==> config.mk <==
export PLATFORM = sky130hd
export DESIGN_NAME = spss_ctrl
export DESIGN_NICKNAME = d
export VERILOG_FILES = /design/src/design/spss_pkg.sv /design/src/design/spss_ctrl.sv
export SDC_FILE = /design/constraint.sdc
export NUM_CORES = 1
export LEC_CHECK = 0
export BUFFER_PORTS_ARGS = -buffer_cell sky130_fd_sc_hd__buf_2
export CORE_AREA = 2 2 39 41
export DETAILED_ROUTE_END_ITERATION = 7
export DIE_AREA = 0 0 41 43
export PLACE_DENSITY = 0.79
export SLEW_MARGIN = 20
export SYNTH_ARGS = -nofsm -noshare
export SYNTH_HDL_FRONTEND = slang
export SYNTH_SLANG_ARGS = --single-unit
==> constraint.sdc <==
create_clock -name clk_i -period 3 [get_ports clk_i]
set_clock_uncertainty 0.05 [all_clocks]
set_input_delay 0.45 -clock clk_i [delete_from_list [all_inputs] [get_ports clk_i]]
set_output_delay 0.45 -clock clk_i [all_outputs]
set_load 0.005 [all_outputs]
==> src/design/spss_pkg.sv <==
// Package: shared types and constants of the shortest path search core.
`timescale 1ns / 1ps
package spss_pkg;

  localparam int NODE_COUNT        = 64;
  localparam int NODE_BITS         = 6;
  localparam int COST_BITS         = 24;
  localparam int DEF_ENTRY_COUNT   = 256;
  localparam int DEF_WEIGHT_BITS   = 16;
  localparam logic [COST_BITS-1:0] COST_MAX = '1;

  typedef enum logic [1:0] {
    CMD_CLEAR = 2'd0,
    CMD_ADD   = 2'd1,
    CMD_HEUR  = 2'd2,
    CMD_FIND  = 2'd3
  } cmd_e;

  typedef struct packed {
    cmd_e                 command;
    logic [NODE_BITS-1:0] owner_node;
    logic [NODE_BITS-1:0] neighbor_node;
    logic [15:0]          edge_weight;
    logic [NODE_BITS-1:0] start_node;
    logic [NODE_BITS-1:0] goal_node;
  } cmd_t;

  typedef struct packed {
    logic [NODE_BITS-1:0] path_node;
    logic [COST_BITS-1:0] path_cost;
    logic                 found;
    logic                 last;
  } res_t;

  typedef enum logic [3:0] {
    S_IDLE, S_INIT, S_SCAN, S_SEL, S_ENT, S_DST, S_UPD, S_GOAL,
    S_PATH, S_COST, S_WALK, S_WAIT, S_POP, S_EMIT, S_FAIL
  } state_e;

  // Controller to datapath commands
  typedef struct packed {
    logic load;
    logic init;
    logic scan_rst;
    logic scan_step;
    logic close_best;
    logic ent_rd;
    logic dst_rd;
    logic upd;
    logic path_init;
    logic cost_get;
    logic push;
    logic pred_rd;
    logic pred_get;
    logic pop_rd;
    logic emit;
    logic emit_fail;
  } ctl_t;

  // Datapath to controller status
  typedef struct packed {
    logic query_bad;
    logic scan_done;
    logic any_open;
    logic ent_done;
    logic ent_match;
    logic goal_closed;
    logic goal_pred;
    logic at_start;
    logic cur_pred;
    logic stack_full;
    logic pop_last;
  } sts_t;

endpackage

==> src/design/spss_ctrl.sv <==
// Controller: sequences commands, search rounds, relaxation and path output.
`timescale 1ns / 1ps
module spss_ctrl (
  input  logic          clk_i,
  input  logic          rst_ni,
  input  logic          start,
  input  spss_pkg::cmd_e command_i,
  input  spss_pkg::sts_t sts_i,
  output spss_pkg::ctl_t ctl_o,
  output logic          busy
);
  import spss_pkg::*;

  state_e state_q, state_d;

  logic accept;
  assign accept = start && !busy;
  assign busy   = (state_q != S_IDLE);

  // State register
  always_ff @(posedge clk_i or negedge rst_ni) begin
    if (!rst_ni) begin
      state_q <= S_IDLE;
    end else begin
      state_q <= state_d;
    end
  end

  // Next state
  always_comb begin
    state_d = state_q;
    unique case (state_q)
      S_IDLE: begin
        if (accept && command_i == CMD_FIND) begin
          state_d = sts_i.query_bad ? S_FAIL : S_INIT;
        end
      end
      S_INIT: state_d = S_SCAN;
      S_SCAN: if (sts_i.scan_done) state_d = S_SEL;
      S_SEL:  state_d = sts_i.any_open ? S_ENT : S_PATH;
      S_ENT:  state_d = sts_i.ent_done ? S_GOAL : S_DST;
      S_DST:  state_d = sts_i.ent_match ? S_UPD : S_ENT;
      S_UPD:  state_d = S_ENT;
      S_GOAL: state_d = sts_i.goal_closed ? S_PATH : S_SCAN;
      S_PATH: state_d = sts_i.goal_pred ? S_COST : S_FAIL;
      S_COST: state_d = S_WALK;
      S_WALK: begin
        if (sts_i.at_start) begin
          state_d = S_POP;
        end else if (!sts_i.cur_pred || sts_i.stack_full) begin
          state_d = S_FAIL;
        end else begin
          state_d = S_WAIT;
        end
      end
      S_WAIT: state_d = S_WALK;
      S_POP:  state_d = S_EMIT;
      S_EMIT: state_d = sts_i.pop_last ? S_IDLE : S_POP;
      S_FAIL: state_d = S_IDLE;
      default: state_d = S_IDLE;
    endcase
  end

  // Command outputs
  always_comb begin
    ctl_o = '0;
    unique case (state_q)
      S_IDLE: ctl_o.load = accept;
      S_INIT: ctl_o.init = 1'b1;
      S_SCAN: ctl_o.scan_step = 1'b1;
      S_SEL:  ctl_o.close_best = sts_i.any_open;
      S_ENT:  ctl_o.ent_rd = !sts_i.ent_done;
      S_DST:  ctl_o.dst_rd = sts_i.ent_match;
      S_UPD:  ctl_o.upd = 1'b1;
      S_GOAL: ctl_o.scan_rst = !sts_i.goal_closed;
      S_PATH: ctl_o.path_init = sts_i.goal_pred;
      S_COST: ctl_o.cost_get = 1'b1;
      S_WALK: begin
        ctl_o.push    = 1'b1;
        ctl_o.pred_rd = !sts_i.at_start && sts_i.cur_pred && !sts_i.stack_full;
      end
      S_WAIT: ctl_o.pred_get = 1'b1;
      S_POP:  ctl_o.pop_rd = 1'b1;
      S_EMIT: ctl_o.emit = 1'b1;
      S_FAIL: ctl_o.emit_fail = 1'b1;
      default: ctl_o = '0;
    endcase
  end

endmodule

==> results of run 1 <==
[cell families (layout without fill, tap and decap cells)]
| logic type | after synthesis | after routing | share of synthesized area, % |
|---|---|---|---|
| multiplexers | 1 | 1 | 1.84 |
| buffers and inverters | 9 | 39 | 8.98 |
| flip-flops | 4 | 4 | 18.4 |
| AO/OA/AOI/OAI | 21 | 21 | 29.0 |
| AND/OR/NAND/NOR | 45 | 45 | 41.7 |
[layout make-up]
cell class                      instances  area [um^2]  area share, %
Clock buffer                            3         22.5           3.14
Timing Repair Buffer                   33          170           23.7
Tap cell                               16         20.0           2.79
Sequential cell                         4          100           13.9
Multi-Input combinational cell         67          394           54.9
Inverter                                3         11.3           1.57
[tightest hold or removal path: stages]
cell     delay, ns
buf_2         0.09
o31ai_1       0.07
o21a_1        0.11
[metal layers]
layer | GRT usage [%] | routed length, um | vias to the layer above
met4 | 10.0 | 0 | 0
met5 | 0 | 0 | -
met2 | 25.0 | 681 | 37
met3 | 1.57 | 132 | 0
li1 | - | - | 345
met1 | 23.7 | 642 | 292
[report_power, final]
| group | total, mW | leakage, nW | internal [mW] | switching [mW] |
|---|---|---|---|---|
| sequential | 0.170 | 0.0506 | 0.0786 | 0.0911 |
| combinational | 0.389 | 0.304 | 0.190 | 0.198 |
| clock | 0.0627 | 0.0138 | 0.0445 | 0.0183 |
| total | 0.621 | 0.368 | 0.313 | 0.308 |
[through the flow]
stage | setup slack [ns] | cell area, um^2 | util [%] | power, mW | hold WS (ns)
after floorplan | 1.42 | 543 | - | 0.482 | 0.104
after global placement | 1.26 | 686 | 49.5 | 0.554 | 0.204
after detailed placement | 1.18 | 686 | 49.5 | 0.559 | 0.206
after CTS | 0.929 | 718 | 51.9 | 0.627 | 0.473
after global routing | 0.809 | 718 | 51.9 | 0.691 | 0.491
final | 0.922 | 718 | 51.9 | 0.621 | 0.486
[cell usage in the layout, fill, tap and decap left out, types with 3 or more instances in the layout]
cell,instances
buf_2,32
nor2_1,17
nand2_1,8
a21oi_1,5
nor3_1,4
dfrtp_1,4
nand2b_1,3
o22ai_1,3
clkbuf_4,3
[path summary, 6_finish.rpt]
kind / from / to / slack, ns / depth (start not counted)
max in group asynchronous: rst_ni / state_q[0]$_DFFE_PN0P_ / 2.27 / 2
setup / recovery: state_q[1]$_DFFE_PN0P_ / ctl_o[4] / 0.92 / 4
hold reg to reg: state_q[3]$_DFFE_PN0P_ / state_q[2]$_DFFE_PN0P_ / 0.75 / 2
hold / removal: sts_i[9] / state_q[1]$_DFFE_PN0P_ / 0.49 / 3
setup reg to reg: state_q[3]$_DFFE_PN0P_ / state_q[1]$_DFFE_PN0P_ / 1.30 / 4
min in group asynchronous: rst_ni / state_q[3]$_DFFE_PN0P_ / 0.51 / 2
==> impl_metrics.env, run 1 <==
export IMPL_nFillCells=150
export IMPL_die_area_mm2=0.00176
export IMPL_synth_warnings=0
export IMPL_initialDrtViolationCount=13
export IMPL_finalHoldViolCount=0
export IMPL_async_flop_share_pct=100
export IMPL_yosysMostFrequentCell="nor2_1"
export IMPL_first_pass_iters=4
export IMPL_synth_seq_cells=4
export IMPL_cts_buffer_depth=2
export IMPL_crit_type="register to output port"
export IMPL_period_share_pct=69.3
export IMPL_core_mm2=0.00138
export IMPL_cts_tree="built"
export IMPL_cts_hold_fix_buffers=1
export IMPL_largest_reg_flops=4
export IMPL_synthDistinctLibCells=33
export IMPL_die_h_um=43
export IMPL_syn_to_final_growth_pct=32.3
export IMPL_instances_no_fill=126
export IMPL_ant_nets=0
export IMPL_worst_pin_slew_ns=0.503
export IMPL_grt_pass1_vias=533
export IMPL_rows=14
export IMPL_drive_gt1_share_pct=33.6
export IMPL_yosys_top_cells_count="17 x nor2_1, 8 x nand2_1, 5 x a21oi_1"
export IMPL_setup_viol=0
export IMPL_hp_class="primary input to register"
export IMPL_p_leak_nw=0.368
export IMPL_viasPerCell=5.35
export IMPL_routed_wl_um=1460
export IMPL_syn_nets=96
export IMPL_fmax_mhz=481
export IMPL_grt_pass1_wl_um=2120
export IMPL_grt_start_max_net_pins=19
export IMPL_post_place_cells=122
export IMPL_relSlewSlack_pct=66.4
export IMPL_synth_edf_count=0
export IMPL_grt_overflow_total=0
export IMPL_syn_area_um2=543
export IMPL_htree_levels=1
export IMPL_vias=674
export IMPL_cp_end_kind="output port"
export IMPL_synth_area_leader_cell="dfrtp_1"
export IMPL_synth_area_leaders="dfrtp_1 18%, nor2_1 12%, nand2_1 5.5%"
export IMPL_die_w_um=41
export IMPL_io_pins=33
export IMPL_outcome="complete, no violations"
export IMPL_cts_root_buf="clkbuf_4"
export IMPL_n_antenna_cell=0
export IMPL_dp_hpwl_um=1130
export IMPL_rsz0062_at_grt="no"
export IMPL_reg_largest_list="state_q: 4 flops"
export IMPL_startpoint_type="register"
export IMPL_regMostFlops="state_q"
export IMPL_synth_seq_area_share_pct=18.4
export IMPL_start_util_pct=39.2
export IMPL_tns_ns=0
export IMPL_cap_violations=0
export IMPL_critPathArrivalTime_ns=1.58
export IMPL_cp_buffers_inverters=1
export IMPL_min_period_ns=2.08
export IMPL_synth_top_area_share_pct=18.4
export IMPL_clkTransAtPathRegs_ns=0.03
export IMPL_drc=0
export IMPL_synth_ff_type="dfrtp_1"
export IMPL_slowest_stage="dfrtp_1"
export IMPL_syn_area_per_cell_um2=6.79
export IMPL_slowest_delay_ns=0.64
export IMPL_cts_setup_buffers=0
export IMPL_grtUsageTotal_pct=17.2
export IMPL_crit_fanout=18
export IMPL_gp_congestion=0.843
export IMPL_cp_cell_sequence="nand2b_1 -> nor2_1 -> and2_1 -> buf_2"
export IMPL_antenna_found_initial=0
export IMPL_numCtsBuffers=3
export IMPL_fin_nets=128
export IMPL_worstSkewPairLatency_ns=0.23
export IMPL_port_buffers=32
export IMPL_power_density_mw_per_mm2=865
export IMPL_cp_top_family="flip-flops"
export IMPL_syn_inst=80
export IMPL_maxSlewViolCount=0
export IMPL_clkSinkCount=4
export IMPL_avgRoutedWirePerCell_um=11.5
export IMPL_cts_resized_gates=0
export IMPL_vdd_drop_max_v=0.000597
export IMPL_required_ns=2.50
Note: power is estimated with default switching activity, not from simulation.
==> run 2: changes to the inputs <==
Settings changed: CORE_AREA 2 2 39 41 to unset, CORE_UTILIZATION set to 41, DIE_AREA 0 0 41 43 to unset, PLACE_DENSITY 0.79 to 0.8.
Clock period 3 ns to 2 ns, I/O delays scaled along.
==> impl_metrics.env, run 2 (synthesis gave the netlist of run 1 again) <==
export IMPL_outcome="complete, no violations"
export IMPL_fin_nets=130
export IMPL_largest_reg_flops=4
export IMPL_fin_util_pct=62.5
export IMPL_antenna_found_initial=0
export IMPL_io_pins=33
export IMPL_pre_cts_ws_ns=0.315
export IMPL_rows=12
export IMPL_hp_class="primary input to register"
export IMPL_core_mm2=0.00117
export IMPL_placed_area_um2=698
export IMPL_mostFrequentLayoutCell="buf_2"
export IMPL_worstSkewPairLatency_ns=0.23
export IMPL_hold_start="sts_i[9]"
export IMPL_regMostFlops="state_q"
export IMPL_cap_violations=0
export IMPL_viasPerCell=5.54
export IMPL_htree_levels=1
export IMPL_p_total_mw=0.982
export IMPL_cts_buffer_depth=2
export IMPL_initialDrtViolationCount=23
export IMPL_power_density_mw_per_mm2=1340
export IMPL_die_area_mm2=0.00147
export IMPL_syn_to_final_growth_pct=34.8
export IMPL_avgRoutedWirePerCell_um=12.8
export IMPL_cp_end_kind="output port"
export IMPL_period_share_pct=93.1
export IMPL_worst_pin_slew_ns=0.433
export IMPL_dp_hpwl_um=1260
export IMPL_crit_type="register to output port"
export IMPL_fin_area_um2=732
export IMPL_cts_tree="built"
export IMPL_gp_congestion=0.945
export IMPL_clkTransAtPathRegs_ns=0.04
export IMPL_post_place_cells=122
export IMPL_rrSetupSlack_ns=0.41
export IMPL_layout_common_cells="32 x buf_2, 17 x nor2_1, 8 x nand2_1"
export IMPL_min_period_ns=1.86
export IMPL_r2r_start="state_q[3]$_DFFE_PN0P_"
export IMPL_drive_gt1_share_pct=35.7
export IMPL_drc=0
export IMPL_die_w_um=38.4
export IMPL_routed_wl_um=1610
export IMPL_finalHoldViolCount=0
export IMPL_n_antenna_cell=0
export IMPL_setup_viol=0
export IMPL_startpoint_type="register"
export IMPL_grt_overflow_total=0
export IMPL_ant_nets=0
export IMPL_port_buffers=32
export IMPL_maxSlewViolCount=0
export IMPL_grt_pass1_wl_um=2420
export IMPL_min_to="state_q[1]$_DFFE_PN0P_"
export IMPL_r2r_cells=4
export IMPL_vdd_drop_max_v=0.000708
export IMPL_clkSinkCount=4
export IMPL_cts_setup_buffers=0
export IMPL_vias=698
export IMPL_grt_start_max_net_pins=19
export IMPL_critPathArrivalTime_ns=1.51
export IMPL_instances_no_fill=126
export IMPL_reg_largest_list="state_q: 4 flops"
export IMPL_p_leak_nw=0.377
export IMPL_relSlewSlack_pct=71.1
export IMPL_rsz0062_at_grt="no"
export IMPL_crit_fanout=14
export IMPL_die_h_um=38.4
export IMPL_grtUsageTotal_pct=24.1
export IMPL_fmax_mhz=537
export IMPL_first_pass_iters=4
export IMPL_hold_depth=3
export IMPL_numCtsBuffers=3
export IMPL_grt_pass1_vias=565
export IMPL_whs_ns=0.334
export IMPL_required_ns=1.65
export IMPL_tns_ns=0
export IMPL_setup_slack_ns=0.138
export IMPL_cts_root_buf="clkbuf_4"
export IMPL_start_util_pct=46.4
export IMPL_rr_endpoint="state_q[1]$_DFFE_PN0P_"
-- run 2: changes by cell type in the layout (fill, tap and decap cells not counted) --
cell     change
buf_4        +2
dfrtp_2      +1
dfrtp_1      -1
-- run 2: routing by layer --
metal  GRT usage (%)  routed length, um  part of all wire [%]
met5               0                  0                     0
met4            14.7                 14                  0.87
met3            4.07                 94                   5.8
met2            35.6                801                    50
met1            32.3                700                    43
-- run 2: worst max path at each step --
stage	from	end	slack (ns)	depth (start not counted)
after floorplan	state_q[1]$_DFFE_PN0P_	ctl_o[4]	0.57	5
after global placement	state_q[1]$_DFFE_PN0P_	ctl_o[4]	0.39	4
after detailed placement	state_q[1]$_DFFE_PN0P_	ctl_o[4]	0.32	4
after CTS	state_q[1]$_DFFE_PN0P_	ctl_o[4]	0.06	4
after global routing	state_q[0]$_DFFE_PN0P_	ctl_o[4]	0.06	4
final	state_q[0]$_DFFE_PN0P_	ctl_o[4]	0.14	4
-- run 2: repair_timing --
item / 4_1_cts / 5_1_grt
hold buffers: 1 / 0
endpoints found under the setup margin: 0 / 1
gates resized for setup: 0 / 1
hold endpoints to repair: 4 / 0
-- run 2: power by group --
group,switching (mW),internal (mW)
Combinational,0.353,0.306
Clock,0.0293,0.0669
Sequential,0.107,0.121
-- run 2: final cells by class --
type,count,area (um^2)
well taps,14,17.5
flip-flops and latches,4,101
multi-input cells,67,394
inverters,3,11.3
fillers,117,439
clock buffers,3,22.5
repair buffers,35,185
-- run 2: worst max-delay path, cell delays in order (launching register included) --
cell and delay [ns]:
dfrtp_1 0.51, nand2b_1 0.31, nor2_1 0.21, and2_1 0.14, buf_2 0.10
==> run 3: changes to the inputs <==
--- a/constraint.sdc
+++ b/constraint.sdc
@@ -3,3 +3,3 @@
 set_input_delay 0.3 -clock clk_i [delete_from_list [all_inputs] [get_ports clk_i]]
 set_output_delay 0.3 -clock clk_i [all_outputs]
-set_load 0.005 [all_outputs]
+set_load 0.02 [all_outputs]
==> impl_metrics.env, run 3 (synthesis gave the netlist of run 1 again) <==
export IMPL_port_buffers=32
export IMPL_post_place_cells=122
export IMPL_clkSinkCount=4
export IMPL_finalHoldViolCount=0
export IMPL_min_period_ns=1.85
export IMPL_fin_nets=130
export IMPL_maxSlewViolCount=0
export IMPL_grt_pass1_wl_um=2420
export IMPL_largest_reg_flops=4
export IMPL_r2r_cells=4
export IMPL_clkTransAtPathRegs_ns=0.04
export IMPL_cts_buffer_depth=2
export IMPL_crit_fanout=16
export IMPL_vias=721
export IMPL_fin_util_pct=62.7
export IMPL_hold_start="sts_i[9]"
export IMPL_worst_pin_slew_ns=0.412
export IMPL_avgRoutedWirePerCell_um=12.6
export IMPL_dp_hpwl_um=1220
export IMPL_start_util_pct=46.4
export IMPL_crit_type="register to output port"
export IMPL_n_antenna_cell=0
export IMPL_whs_ns=0.317
export IMPL_drive_gt1_share_pct=36.6
export IMPL_cp_end_kind="output port"
export IMPL_numCtsBuffers=3
export IMPL_critPathLaunch="state_q[2]$_DFFE_PN0P_"
export IMPL_cap_violations=0
export IMPL_power_density_mw_per_mm2=1450
export IMPL_mostFrequentLayoutCell="buf_2"
export IMPL_fin_area_um2=734
export IMPL_grt_overflow_total=0
export IMPL_grtUsageTotal_pct=23.8
export IMPL_cts_root_buf="clkbuf_4"
export IMPL_rsz0062_at_grt="no"
export IMPL_io_pins=33
export IMPL_instances_no_fill=126
export IMPL_syn_to_final_growth_pct=35.3
export IMPL_antenna_found_initial=0
export IMPL_fmax_mhz=541
export IMPL_die_h_um=38.4
export IMPL_layout_common_cells="32 x buf_2, 17 x nor2_1, 8 x nand2_1"
export IMPL_outcome="complete, no violations"
export IMPL_die_w_um=38.4
export IMPL_reg_largest_list="state_q: 4 flops"
export IMPL_r2r_start="state_q[2]$_DFFE_PN0P_"
export IMPL_startpoint_type="register"
export IMPL_critPathArrivalTime_ns=1.50
export IMPL_vdd_drop_max_v=0.000719
export IMPL_viasPerCell=5.72
export IMPL_hp_class="primary input to register"
export IMPL_placed_area_um2=698
export IMPL_relSlewSlack_pct=72.5
export IMPL_multiInputGateArea_um2=397
export IMPL_regMostFlops="state_q"
export IMPL_tns_ns=0
export IMPL_gp_congestion=0.933
export IMPL_required_ns=1.65
export IMPL_core_mm2=0.00117
export IMPL_p_leak_nw=0.377
export IMPL_rows=12
export IMPL_htree_levels=1
export IMPL_setup_viol=0
export IMPL_ant_nets=0
export IMPL_routed_wl_um=1580
export IMPL_seq_area_um2=101
export IMPL_first_pass_iters=4
export IMPL_initialDrtViolationCount=43
export IMPL_drc=0
export IMPL_die_area_mm2=0.00147
export IMPL_cts_tree="built"
export IMPL_grt_start_max_net_pins=17
export IMPL_nFillCells=112
export IMPL_worstSkewPairLatency_ns=0.24
export IMPL_hold_depth=3
export IMPL_grt_pass1_vias=556
export IMPL_period_share_pct=92.5
## run 3: final cells by class
cell class              count  area share [%]
repair buffers             35            25.2
clock buffers               3            3.07
inverters                   3            1.53
multi-input cells          67            54.0
flip-flops and latches      4            13.8
well taps                  14            2.39
## run 3: critical path: stages, from the launching register on
cell	delay, ns
dfrtp_1	0.51
nand2b_1	0.29
nor2_1	0.18
and2_1	0.14
buf_2	0.15
## run 3: what timing repair did
action                     4_1_cts  5_1_grt
hold endpoints to repair         4        0
setup endpoints to repair        0        1
setup buffers                    0        0
hold buffers                     1        0
gates resized for setup          0        2
## run 3: path summary, 6_finish.rpt
| check | end | slack [ns] |
|---|---|---|
| worst min-delay path | state_q[1]$_DFFE_PN0P_ | 0.32 |
| worst min register to register | state_q[3]$_DFFE_PN0P_ | 0.68 |
| worst max register to register | state_q[1]$_DFFE_PN0P_ | 0.38 |
| worst max-delay path | ctl_o[4] | 0.15 |
| min in group asynchronous | state_q[1]$_DFFE_PN0P_ | 0.35 |
| max in group asynchronous | state_q[0]$_DFFE_PN0P_ | 1.42 |
## run 3: routing by layer
metal	track usage [%]	up-vias	part of all wire [%]
met3	4.65	4	12
met4	7.76	0	1.6
met5	0	-	0
met1	33.1	316	41
li1	-	351	-
met2	36.4	50	46
## run 3: through the flow
stage          power, mW  setup WS, ns
6_report            1.07         0.151
3_3_place_gp       0.946         0.370
2_1_floorplan      0.798         0.237
3_5_place_dp       0.944         0.337
4_1_cts             1.06        0.0765
5_1_grt             1.17       0.00200
## run 3: power breakdown
group	leakage, nW	internal, mW	switching (mW)
clock network	0.0138	0.0672	0.0336
logic	0.314	0.313	0.417
registers	0.0493	0.120	0.116
